<file path="config.mk">
export PLATFORM = sky130hd
export DESIGN_NAME = quantize_bit_packer_unit
export DESIGN_NICKNAME = d
export VERILOG_FILES = /design/src/sv/qbp_pkg.sv /design/src/sv/qbp_alu.sv /design/src/sv/qbp_quantizer.sv /design/src/sv/qbp_packer.sv /design/src/sv/quantize_bit_packer_unit.sv
export SDC_FILE = /design/constraint.sdc
export NUM_CORES = 2
export LEC_CHECK = 0
export BUFFER_PORTS_ARGS = -buffer_cell sky130_fd_sc_hd__buf_4
export CAP_MARGIN = 20
export CORE_MARGIN = 4
export CORE_UTILIZATION = 37
export CTS_BUF_LIST = sky130_fd_sc_hd__clkbuf_16
export DETAILED_ROUTE_END_ITERATION = 10
export GPL_ROUTABILITY_DRIVEN = 0
export SLEW_MARGIN = 40
export SYNTH_ARGS = -nofsm -noshare
export SYNTH_HDL_FRONTEND = slang
export SYNTH_SLANG_ARGS = --single-unit
</file>
<file path="constraint.sdc">
create_clock -name aclk -period 10.37 [get_ports aclk]
set_input_delay 0.5185 -clock aclk [delete_from_list [all_inputs] [get_ports aclk]]
set_output_delay 0.5185 -clock aclk [all_outputs]
set_load 0.03 [all_outputs]
</file>
<file path="src/sv/qbp_pkg.sv">
// ----------------------------------------------------------------------------
// qbp_pkg
// Shared types and constants for the quantizing bit packer.
// ----------------------------------------------------------------------------
package qbp_pkg;

    localparam int SAMPLE_WIDTH  = 32;
    localparam int MAX_CODE_BITS = 30;
    localparam int CODE_W        = MAX_CODE_BITS;
    localparam int NB_W          = 5;
    localparam int RANGE_W       = 32;
    localparam int CFG_IDX_W     = 2;
    localparam int CFG_DATA_W    = 32;
    localparam int ALU_W         = 64;
    localparam int DIV_STEPS     = ALU_W;
    localparam int BUF_W         = MAX_CODE_BITS + 7;
    localparam int CNT_W         = 6;

    localparam logic [7:0] BYTE_MASK = 8'hFF;

    // register indexes
    localparam logic [CFG_IDX_W-1:0] CFG_BITS_PER_VALUE = 2'd0;
    localparam logic [CFG_IDX_W-1:0] CFG_RANGE_MIN      = 2'd1;
    localparam logic [CFG_IDX_W-1:0] CFG_RANGE_MAX      = 2'd2;

    typedef struct packed {
        logic signed [SAMPLE_WIDTH-1:0] sample;
        logic                           final_sample;
    } in_word_t;

    typedef struct packed {
        logic [7:0] packed_byte;
        logic       stream_end;
    } out_word_t;

    // quantiser to packer hand-over
    typedef struct packed {
        logic              load;
        logic [CODE_W-1:0] code;
        logic [NB_W-1:0]   nb;
        logic              fin;
    } code_word_t;

endpackage

</file>
<file path="src/sv/qbp_alu.sv">
// ----------------------------------------------------------------------------
// qbp_alu
// Shared 64-bit add/subtract unit used by the quantiser's arithmetic steps.
// ----------------------------------------------------------------------------
module qbp_alu (
    input  logic [qbp_pkg::ALU_W-1:0] op_a,
    input  logic [qbp_pkg::ALU_W-1:0] op_b,
    input  logic                      sub,
    output logic [qbp_pkg::ALU_W-1:0] sum
);
    import qbp_pkg::*;

    logic [ALU_W-1:0] op_b_inv;

    assign op_b_inv = sub ? ~op_b : op_b;
    assign sum      = op_a + op_b_inv + {{(ALU_W-1){1'b0}}, sub};

endmodule

</file>
<file path="src/sv/qbp_quantizer.sv">
// ----------------------------------------------------------------------------
// qbp_quantizer
// Sequencer that maps one sample onto a code through the shared adder,
// including a restoring division one quotient bit per cycle.
// ----------------------------------------------------------------------------
module qbp_quantizer (
    input  logic                               aclk,
    input  logic                               aresetn,
    input  logic                               in_valid,
    output logic                               in_ready,
    input  qbp_pkg::in_word_t                  in_data,
    input  logic [qbp_pkg::NB_W-1:0]           nb,
    input  logic signed [qbp_pkg::RANGE_W-1:0] range_min,
    input  logic signed [qbp_pkg::RANGE_W-1:0] range_max,
    input  logic                               pack_idle,
    output qbp_pkg::code_word_t                code_o
);
    import qbp_pkg::*;

    localparam logic [3:0] ST_IDLE = 4'd0;
    localparam logic [3:0] ST_DIFF = 4'd1;
    localparam logic [3:0] ST_LO   = 4'd2;
    localparam logic [3:0] ST_HI   = 4'd3;
    localparam logic [3:0] ST_CMP  = 4'd4;
    localparam logic [3:0] ST_MUL  = 4'd5;
    localparam logic [3:0] ST_ABSN = 4'd6;
    localparam logic [3:0] ST_ABSD = 4'd7;
    localparam logic [3:0] ST_DVD  = 4'd8;
    localparam logic [3:0] ST_DIV  = 4'd9;
    localparam logic [3:0] ST_SIGN = 4'd10;
    localparam logic [3:0] ST_CODE = 4'd11;
    localparam logic [3:0] ST_OUT  = 4'd12;

    localparam int STEP_W = $clog2(DIV_STEPS);

    logic [3:0]                      state_reg, state_next;
    logic signed [SAMPLE_WIDTH-1:0]  x_reg, x_next;
    logic                            fin_reg, fin_next;
    logic [ALU_W-1:0]                a_reg, a_next;
    logic [ALU_W-1:0]                b_reg, b_next;
    logic [ALU_W-1:0]                d_reg, d_next;
    logic                            lower_reg, lower_next;
    logic                            zero_reg, zero_next;
    logic                            negn_reg, negn_next;
    logic                            negd_reg, negd_next;
    logic [STEP_W-1:0]               step_reg, step_next;
    logic [CODE_W-1:0]               code_reg, code_next;

    logic [ALU_W-1:0] alu_a, alu_b, alu_sum;
    logic             alu_sub;
    logic [ALU_W-1:0] x_ext, min_ext, max_ext, rem_sh;
    logic [CODE_W-1:0] mask;
    logic             load;

    assign x_ext   = ALU_W'(x_reg);
    assign min_ext = ALU_W'(range_min);
    assign max_ext = ALU_W'(range_max);
    assign mask    = ~({CODE_W{1'b1}} << nb);
    assign rem_sh  = {a_reg[ALU_W-2:0], b_reg[ALU_W-1]};

    qbp_alu u_alu (
        .op_a (alu_a),
        .op_b (alu_b),
        .sub  (alu_sub),
        .sum  (alu_sum)
    );

    always_comb begin
        state_next = state_reg;
        x_next     = x_reg;
        fin_next   = fin_reg;
        a_next     = a_reg;
        b_next     = b_reg;
        d_next     = d_reg;
        lower_next = lower_reg;
        zero_next  = zero_reg;
        negn_next  = negn_reg;
        negd_next  = negd_reg;
        step_next  = step_reg;
        code_next  = code_reg;
        alu_a      = '0;
        alu_b      = '0;
        alu_sub    = 1'b1;
        load       = 1'b0;

        unique case (state_reg)
            ST_IDLE: begin
                if (in_valid) begin
                    x_next     = in_data.sample;
                    fin_next   = in_data.final_sample;
                    state_next = ST_DIFF;
                end
            end
            ST_DIFF: begin
                alu_a      = max_ext;
                alu_b      = min_ext;
                d_next     = alu_sum;
                zero_next  = (alu_sum == '0);
                state_next = ST_LO;
            end
            ST_LO: begin
                alu_a      = x_ext;
                alu_b      = min_ext;
                a_next     = alu_sum;
                state_next = ST_HI;
            end
            ST_HI: begin
                alu_a      = max_ext;
                alu_b      = x_ext;
                b_next     = alu_sum;
                state_next = ST_CMP;
            end
            ST_CMP: begin
                // below midpoint when (x - min) < (max - x)
                alu_a      = a_reg;
                alu_b      = b_reg;
                lower_next = alu_sum[ALU_W-1];
                a_next     = alu_sum[ALU_W-1] ? a_reg : b_reg;
                if (zero_reg) begin
                    code_next  = '0;
                    state_next = ST_OUT;
                end else begin
                    state_next = ST_MUL;
                end
            end
            ST_MUL: begin
                // distance * mask as (distance << nb) - distance
                alu_a      = a_reg << nb;
                alu_b      = a_reg;
                a_next     = alu_sum;
                state_next = ST_ABSN;
            end
            ST_ABSN: begin
                alu_b      = a_reg;
                negn_next  = a_reg[ALU_W-1];
                a_next     = a_reg[ALU_W-1] ? alu_sum : a_reg;
                state_next = ST_ABSD;
            end
            ST_ABSD: begin
                alu_b      = d_reg;
                negd_next  = d_reg[ALU_W-1];
                d_next     = d_reg[ALU_W-1] ? alu_sum : d_reg;
                state_next = ST_DVD;
            end
            ST_DVD: begin
                // dividend 2|n| + |d|, divisor 2|d|
                alu_a      = a_reg << 1;
                alu_b      = d_reg;
                alu_sub    = 1'b0;
                b_next     = alu_sum;
                d_next     = d_reg << 1;
                a_next     = '0;
                step_next  = STEP_W'(DIV_STEPS - 1);
                state_next = ST_DIV;
            end
            ST_DIV: begin
                alu_a     = rem_sh;
                alu_b     = d_reg;
                a_next    = alu_sum[ALU_W-1] ? rem_sh : alu_sum;
                b_next    = {b_reg[ALU_W-2:0], ~alu_sum[ALU_W-1]};
                step_next = step_reg - 1'b1;
                if (step_reg == '0) begin
                    state_next = ST_SIGN;
                end
            end
            ST_SIGN: begin
                alu_b      = b_reg;
                b_next     = (negn_reg ^ negd_reg) ? alu_sum : b_reg;
                state_next = ST_CODE;
            end
            ST_CODE: begin
                alu_a      = ALU_W'(mask);
                alu_b      = b_reg;
                code_next  = (lower_reg ? b_reg[CODE_W-1:0] : alu_sum[CODE_W-1:0]) & mask;
                state_next = ST_OUT;
            end
            ST_OUT: begin
                if (pack_idle) begin
                    load       = 1'b1;
                    state_next = ST_IDLE;
                end
            end
            default: begin
                state_next = ST_IDLE;
            end
        endcase
    end

    always_ff @(posedge aclk) begin
        if (!aresetn) begin
            state_reg <= ST_IDLE;
        end else begin
            state_reg <= state_next;
        end
        x_reg     <= x_next;
        fin_reg   <= fin_next;
        a_reg     <= a_next;
        b_reg     <= b_next;
        d_reg     <= d_next;
        lower_reg <= lower_next;
        zero_reg  <= zero_next;
        negn_reg  <= negn_next;
        negd_reg  <= negd_next;
        step_reg  <= step_next;
        code_reg  <= code_next;
    end

    assign in_ready    = (state_reg == ST_IDLE);
    assign code_o.load = load;
    assign code_o.code = code_reg;
    assign code_o.nb   = nb;
    assign code_o.fin  = fin_reg;

endmodule

</file>
<file path="src/sv/qbp_packer.sv">
// ----------------------------------------------------------------------------
// qbp_packer
// Bit accumulator: appends codes MSB first; drains whole bytes, one per cycle
// while m_ready allows, to the output register; pads a final sample's tail.
// ----------------------------------------------------------------------------
module qbp_packer (
    input  logic                aclk,
    input  logic                aresetn,
    input  qbp_pkg::code_word_t code_i,
    output logic                idle,
    output logic                m_valid,
    input  logic                m_ready,
    output qbp_pkg::out_word_t  m_data
);
    import qbp_pkg::*;

    localparam logic [CNT_W-1:0] BYTE_BITS = CNT_W'(8);

    logic [BUF_W-1:0]  buf_reg, buf_next;
    logic [CNT_W-1:0]  cnt_reg, cnt_next;
    logic              flush_reg, flush_next;
    logic              valid_reg, valid_next;
    out_word_t         data_reg, data_next;

    logic              slot_free;
    logic [BUF_W-1:0]  full_sh;
    logic [BUF_W-1:0]  pad_sh;

    assign slot_free = !valid_reg || m_ready;
    assign full_sh   = buf_reg >> (cnt_reg - BYTE_BITS);
    assign pad_sh    = buf_reg << (4'd8 - {1'b0, cnt_reg[2:0]});
    assign idle      = (cnt_reg < BYTE_BITS) && !flush_reg;

    always_comb begin
        buf_next   = buf_reg;
        cnt_next   = cnt_reg;
        flush_next = flush_reg;
        valid_next = valid_reg && !m_ready;
        data_next  = data_reg;

        if (code_i.load) begin
            buf_next   = (buf_reg << code_i.nb) | BUF_W'(code_i.code);
            cnt_next   = cnt_reg + CNT_W'(code_i.nb);
            flush_next = code_i.fin;
        end else if (slot_free && cnt_reg >= BYTE_BITS) begin
            cnt_next              = cnt_reg - BYTE_BITS;
            valid_next            = 1'b1;
            data_next.packed_byte = full_sh[7:0] & BYTE_MASK;
            data_next.stream_end  = flush_reg && (cnt_reg == BYTE_BITS);
            if (flush_reg && cnt_reg == BYTE_BITS) begin
                flush_next = 1'b0;
                buf_next   = '0;
            end
        end else if (flush_reg && cnt_reg == '0) begin
            flush_next = 1'b0;
            buf_next   = '0;
        end else if (slot_free && flush_reg) begin
            // zero-padded tail byte
            valid_next            = 1'b1;
            data_next.packed_byte = pad_sh[7:0] & BYTE_MASK;
            data_next.stream_end  = 1'b1;
            cnt_next              = '0;
            buf_next              = '0;
            flush_next            = 1'b0;
        end
    end

    always_ff @(posedge aclk) begin
        if (!aresetn) begin
            buf_reg   <= '0;
            cnt_reg   <= '0;
            flush_reg <= 1'b0;
            valid_reg <= 1'b0;
        end else begin
            buf_reg   <= buf_next;
            cnt_reg   <= cnt_next;
            flush_reg <= flush_next;
            valid_reg <= valid_next;
        end
        data_reg <= data_next;
    end

    assign m_valid = valid_reg;
    assign m_data  = data_reg;

endmodule

</file>
<file path="src/sv/quantize_bit_packer_unit.sv">
// ----------------------------------------------------------------------------
// quantize_bit_packer_unit
// Quantises signed Q16.16 samples to bits_per_value-bit codes and packs them
// MSB first into a byte stream.
// ----------------------------------------------------------------------------
// Each sample word passes from acceptance to code through eleven set-up and
// finishing steps and 64 restoring division steps, the arithmetic all on the
// one shared 64-bit adder. The next word can be taken in the cycle after the
// code is handed over. With range_max equal to range_min the division is
// skipped. The code also waits while the bit buffer still holds eight or more
// bits or a tail byte, which only output stalls cause. s_ready stays low while
// a sample is in work. Bytes of the previous sample drain to m_* one per cycle
// while m_ready allows, alongside the next calculation; a new code joins the
// bit buffer only once the buffer holds fewer than eight bits. Codes are
// round-half-away-from-zero, wrap through the mask rather than saturate, and
// are zero when range_max equals range_min. bits_per_value 0 acts as 1 and
// values above 30 as 30. Write configuration only with the block idle;
// pending bits survive a change.
// ----------------------------------------------------------------------------
module quantize_bit_packer_unit (
    input  logic                               aclk,
    input  logic                               aresetn,
    input  logic                               s_valid,
    output logic                               s_ready,
    input  qbp_pkg::in_word_t                  s_data,
    output logic                               m_valid,
    input  logic                               m_ready,
    output qbp_pkg::out_word_t                 m_data,
    input  logic                               cfg_wr_en,
    input  logic [qbp_pkg::CFG_IDX_W-1:0]      cfg_index,
    input  logic [qbp_pkg::CFG_DATA_W-1:0]     cfg_wr_data
);
    import qbp_pkg::*;

    // configuration registers
    logic [NB_W-1:0]           bpv_reg;
    logic signed [RANGE_W-1:0] rmin_reg;
    logic signed [RANGE_W-1:0] rmax_reg;

    logic [NB_W-1:0]  nb;      // clamped code width
    code_word_t       code_w;
    logic             pack_idle;

    always_ff @(posedge aclk) begin
        if (!aresetn) begin
            bpv_reg  <= NB_W'(16);
            rmin_reg <= '0;
            rmax_reg <= RANGE_W'(65536);
        end else if (cfg_wr_en) begin
            unique case (cfg_index)
                CFG_BITS_PER_VALUE: bpv_reg  <= cfg_wr_data[NB_W-1:0];
                CFG_RANGE_MIN:      rmin_reg <= cfg_wr_data[RANGE_W-1:0];
                CFG_RANGE_MAX:      rmax_reg <= cfg_wr_data[RANGE_W-1:0];
                default: begin
                    // unmapped index, write ignored
                end
            endcase
        end
    end

    always_comb begin
        if (bpv_reg == '0) begin
            nb = NB_W'(1);
        end else if (bpv_reg > NB_W'(MAX_CODE_BITS)) begin
            nb = NB_W'(MAX_CODE_BITS);
        end else begin
            nb = bpv_reg;
        end
    end

    // sample -> code sequencer
    qbp_quantizer u_quant (
        .aclk      (aclk),
        .aresetn   (aresetn),
        .in_valid  (s_valid),
        .in_ready  (s_ready),
        .in_data   (s_data),
        .nb        (nb),
        .range_min (rmin_reg),
        .range_max (rmax_reg),
        .pack_idle (pack_idle),
        .code_o    (code_w)
    );

    // code -> byte stream, with registered output word
    qbp_packer u_pack (
        .aclk    (aclk),
        .aresetn (aresetn),
        .code_i  (code_w),
        .idle    (pack_idle),
        .m_valid (m_valid),
        .m_ready (m_ready),
        .m_data  (m_data)
    );

endmodule
</file>
### After elaboration in Yosys (flattened, before gate mapping)

Cells that the tools add are included.

* register bits after elaboration: 392
* logic and storage cells: 160
* input port bits: 72
* output and inout bits: 11

* multiplexer cells: 46
* equal/unequal tests: 26
* shifts and indexed selects: 5
* order comparisons: 3
* reduce and logical (&&, ||, !) cells: 44
* $add $sub $neg: 6
* bitwise operators: 7

Operators by type and width (number)
* $pmux W64 S5: 2
* $pmux W64 S7: 1
* $mux W64: 6
* $pmux W64 S3: 2
* $mux W37: 5
* $add A64 B1 Y64: 1
* $add A64 B64 Y64: 1
* $logic_not A64 Y1: 1
* $not A64 Y64: 1
* $shl A64 B5 Y64: 1
* $mux W30: 2
* $pmux W30 S2: 1
* $pmux W4 S13: 1
* $or A37 B30 Y37: 1
* $shl A37 B4 Y8: 1
* $shl A37 B5 Y37: 1
* $shr A37 B6 Y8: 1
* $and A30 B30 Y30: 1
* $not A30 Y30: 1
* $shl A30 B5 Y30 const A: 1
* $mux W9: 3
* $mux W6: 4
* $eq A4 B4 Y1 const B: 5
* $reduce_and A2 Y1: 10
* 37 further kinds: 83

### Longest topological paths before layout

* depth after elaboration: 11
* depth in mapped cells: 31
* gate-level depth less buffers: 24

### By module

From an unflattened synthesis, not the netlist that was laid out.

* cells, all modules: 3398
* area total of the unflattened synthesis: 32352.3 um2

By module, submodules not included
* qbp_quantizer: cells each 1781, area each 18375.1 um2, times used 1
* qbp_packer: cells each 699, area each 6810.3 um2, times used 1
* qbp_alu: cells each 647, area each 4536.9 um2, times used 1
* quantize_bit_packer_unit: cells each 271, area each 2630.0 um2, times used 1

### Worst setup path after synthesis

Ideal clock, no wire load.

* path type: register to register
* start point: reg bpv_reg[2]
* end point: reg u_quant.a_reg[0] (enable)
* data arrival time: 8.878 ns
* clock period less this slack: 9.383 ns
* path slack: 0.987 ns
* setup time: 0.505 ns
* buffers on the path: 7
* cell stages (with the launch flop): 31
* path through: dfxtp_1 > buf_2 > nor3_1 > nor2_1 > a21o_1 > buf_4 > inv_2 > buf_4 > buf_1 > clkbuf_1 > mux2i_1 > nor2_1 > a31oi_1 > nor2_1 > a21oi_1 > nor2_1 > a21oi_1 > o2111ai_1 > ha_1 > clkbuf_1 > a21oi_1 > o21ai_0 > a211o_1 > a31o_2 > nor3_1 > o21ai_0 > a221oi_1 > xor2_2 > buf_2 > nand2_1 > a21oi_1

* cells in the longest elaborated chain, start to end: 10
* elaborated cells between the ends (all ways): 12
* classes of those cells: 2 x add/sub; 1 x order compare; 1 x eq/ne; 2 x shift; 3 x mux; 1 x bitwise; 2 x reduce/logical

Ends and longest elaborated chain
* from (decl): line quantize_bit_packer_unit.sv:36 `logic [NB_W-1:0] bpv_reg;`
* from (signal assigned): line quantize_bit_packer_unit.sv:51 `CFG_BITS_PER_VALUE: bpv_reg <= cfg_wr_data[NB_W-1:0];`
* $gt A5 B5 Y1: line quantize_bit_packer_unit.sv:64 `end else if (bpv_reg > NB_W'(MAX_CODE_BITS)) begin`
* $mux W5: line quantize_bit_packer_unit.sv:64
* $mux W5 (*): line quantize_bit_packer_unit.sv:62 `if (bpv_reg == '0) begin`
* $shl A30 B5 Y30: line qbp_quantizer.sv:58 `assign mask = ~({CODE_W{1'b1}} << nb);`
* $not A30 Y30: line qbp_quantizer.sv:58
* $pmux W64 S7 (*): line qbp_quantizer.sv:86 `unique case (state_reg)`
* $add A64 B64 Y64 (*): line qbp_alu.sv:16 `assign sum = op_a + op_b_inv + {{(ALU_W-1){1'b0}}, sub};`
* $add A64 B1 Y64 (*): line qbp_alu.sv:16
* $ne A2 B2 Y1 (no source line) (*)
* $reduce_and A3 Y1 (no source line) (*)
* to (signal assigned): line qbp_quantizer.sv:197 `a_reg <= a_next;`
* to (decl): line qbp_quantizer.sv:39 `logic [ALU_W-1:0] a_reg, a_next;`

Every way passes the cells marked *; elsewhere a longest branch is shown, timed or not.
A chain may end at the register's enable or synchronous reset.

### Worst setup path after layout

* start point: reg bpv_reg[2]
* end point: reg u_quant.a_reg[31] (enable)

The elaborated chain is that of the path after synthesis.

==> impl_metrics.toml <==
[run_status]
status = "finished, final reports clean"

[routing]
drc = 0
vias = 29600
wl_per_cell_um = 26.5
ant_nets = 0
dr.pass1.iters = 9
finalWirelength_mm = 121
viasPerCell = 6.48
drtIter0Drc = 4804

[clocking]
cts_tree = "done"
cts_buffers = 47
clock-sinks = 392
clock_path_buffers = 3
clkTransAtPathRegs_ns = 0.06
post_cts_resized = 0
cts_root_buf = "clkbuf_16"
htreeDepth = 2
clk_latency_ns = 0.63
cts_hold_buf = 0
cts_setup_buffers = 0

[sta]
setup_viol = 0
tns_ns = 0
finalMaxSlewViolations = 0
fin_hold_ws_ns = 0.0674
fin_crit_ns = 8.95
max_slew_margin = 0.373
rsz0062_at_grt = "false"
post-route-period-util = 0.863
setup_slack_ns = 1.42
fmax_mhz = 112
fin_skew_ns = 0.0477
worst_pin_slew_ns = 0.932
hold_viol_final = 0

[synth]
ys_seq_area_frac = 0.349
syn-num-nets = 3714
synth.most_common_cell = "nand2_1"
yosys-top-cells-area = "edfxtp_1 27%, mux2i_1 10%, dfxtp_1 7.8%, nand2_1 7.6%, o21ai_0 4.5%"
async_flop_share = 0
synth_edf_count = 274
ys_types = 80
synth_ff_type = "edfxtp_1"
syn-instance-count = 3569
yosys.area.top_type = "edfxtp_1"
syn_area_sq_um = 30300
synth_common_cells = "614 x nand2_1, 314 x mux2i_1, 274 x edfxtp_1"
avgSynthCellArea_sq_um = 8.50
synth_top_area_frac = 0.271
yosys_warnings = 0
ys_ff_latch = 392

[floorplan]
die_w_um = 294
die_h_um = 294
die_area_sq_um = 86600
core_area_sq_um = 80900
rows = 104
pin_count = 83
start_util = 0.375

[power]
total_power_mw = 7.45
power.density_nw_per_um2 = 223
comb_power_share = 0.478
power_frac_seq = 0.301
clkPwrFrac = 0.221
p_sw_mw = 3.34
vdd_ir_drop_max_mv = 0.132
switching_share = 0.448
p_int_mw = 4.11
p_leak_nw = 12.7

[setup_path]
worstPathRequired_ns = 10.61
r2r_slack_ns = 1.42
end_kind = "flop"
critical-path-top-delay-family = "compound AO/OA/AOI/OAI gates"
cp-start-kind = "flop"
crit_type = "flop to flop"
worstPathArrival_ns = 9.19
cpMaxStageDelayCell = "xor2_4"
critPathMaxStageDelay_ns = 0.70
cp_max_fo = 67
crit_path_frequent_cell = "nor2_1"
crit_buf_inv = 4

[global_route]
grt_usage = 0.269
grt_overflow = 0
first_global_vias = 27600
antenna_found_initial = 1
grt_max_degree = 119
grt_pass1_wl_mm = 180

[placement]
placed_area_sq_um = 31900
io_buffers = 82
place_ws_ns = 1.84
placed_cells = 4479
dp_hpwl_mm = 89.5

[final_layout]
multi_input_area_sq_um = 18400
num_antenna_cells = 0
layout.nets = 3616
stdcell_count = 4569
syn_to_final_growth_pct = 10.3
seq_area_sq_um = 10600
fin_util = 0.413
final_cell_area_sq_um = 33400
fillers = 8168
drive_gt1_frac = 0.0892

[hold_path]
hold_class = "input port to flop"

[run]
drv_cap = 0
## final timing paths
path | start | endpoint | cells past startpoint
worst min register to register | rmin_reg[11] | rmin_reg[11] | 2
worst min-delay path | s_data[24] | u_quant.x_reg[23] | 1
worst max-delay path | bpv_reg[2] | u_quant.a_reg[31] | 26
worst max register to register | bpv_reg[2] | u_quant.a_reg[31] | 26
## worst register-to-register path, delay by kind of cell (launching register included)
kind,cells,cell delay [ns]
AOI/OAI and AO/OA,12,3.64
buffers and inverters,4,1.70
and+or+nand+nor,7,1.12
xor gates and xnor gates,1,0.70
DFF,1,0.53
adders and majority gates,1,0.46
muxes,1,0.36
## layout by cell type (no fill, tap or decap), types with 40 or more instances in the layout
cell type,synthesis,routed
nand2_1,614,611
mux2i_1,314,314
xnor2_1,77,77
o221ai_1,69,69
edfxtp_1,274,274
a21oi_1,248,246
ha_1,71,71
a22oi_1,85,84
a21boi_0,86,86
o21ai_0,272,272
dfxtp_1,118,113
inv_1,96,109
nor2_1,226,221
a221oi_1,51,51
a222oi_1,66,66
buf_4,3,130
nand3_1,68,68
nor2b_1,41,40
clkbuf_16,0,48
## cells by family (layout without fill, tap and decap cells)
kind of cell    after synthesis  count (layout)  share of synthesized area
fa+ha+maj                    73              73                     0.0306
compound gates             1135            1135                      0.250
flops                       392             392                      0.349
buf+inv                     390             330                     0.0491
mux                         360             360                      0.132
xor+xnor                    100             100                     0.0291
simple gates               1119            1119                      0.159
## power groups by stage
stage | logic, mW | registers [mW] | clock network, mW
2_1_floorplan | 2.26 | 2.23 | 0
3_3_place_gp | 3.35 | 2.27 | 0
3_5_place_dp | 3.40 | 2.27 | 0
4_1_cts | 3.41 | 2.23 | 1.67
5_1_grt | 3.79 | 2.25 | 1.73
6_report | 3.56 | 2.24 | 1.64
## per-layer routing
layer,GRT usage,vias up,wire length [um]
met5,0,-,0
met4,0.128,0,7120
met3,0.0682,374,14000
met2,0.404,1926,51300
met1,0.361,14100,48600
li1,-,13200,-
## final cells by class
| class | count | area share |
|---|---|---|
| multi-input cells | 2787 | 0.551 |
| flip-flops and latches | 392 | 0.317 |
| well taps | 1060 | 0.0397 |
| clock buffers | 48 | 0.0359 |
| repair buffers | 142 | 0.0355 |
| inverters | 101 | 0.0114 |
| clock inverters | 39 | 0.00936 |
Note: power is estimated with default switching activity, not from simulation.
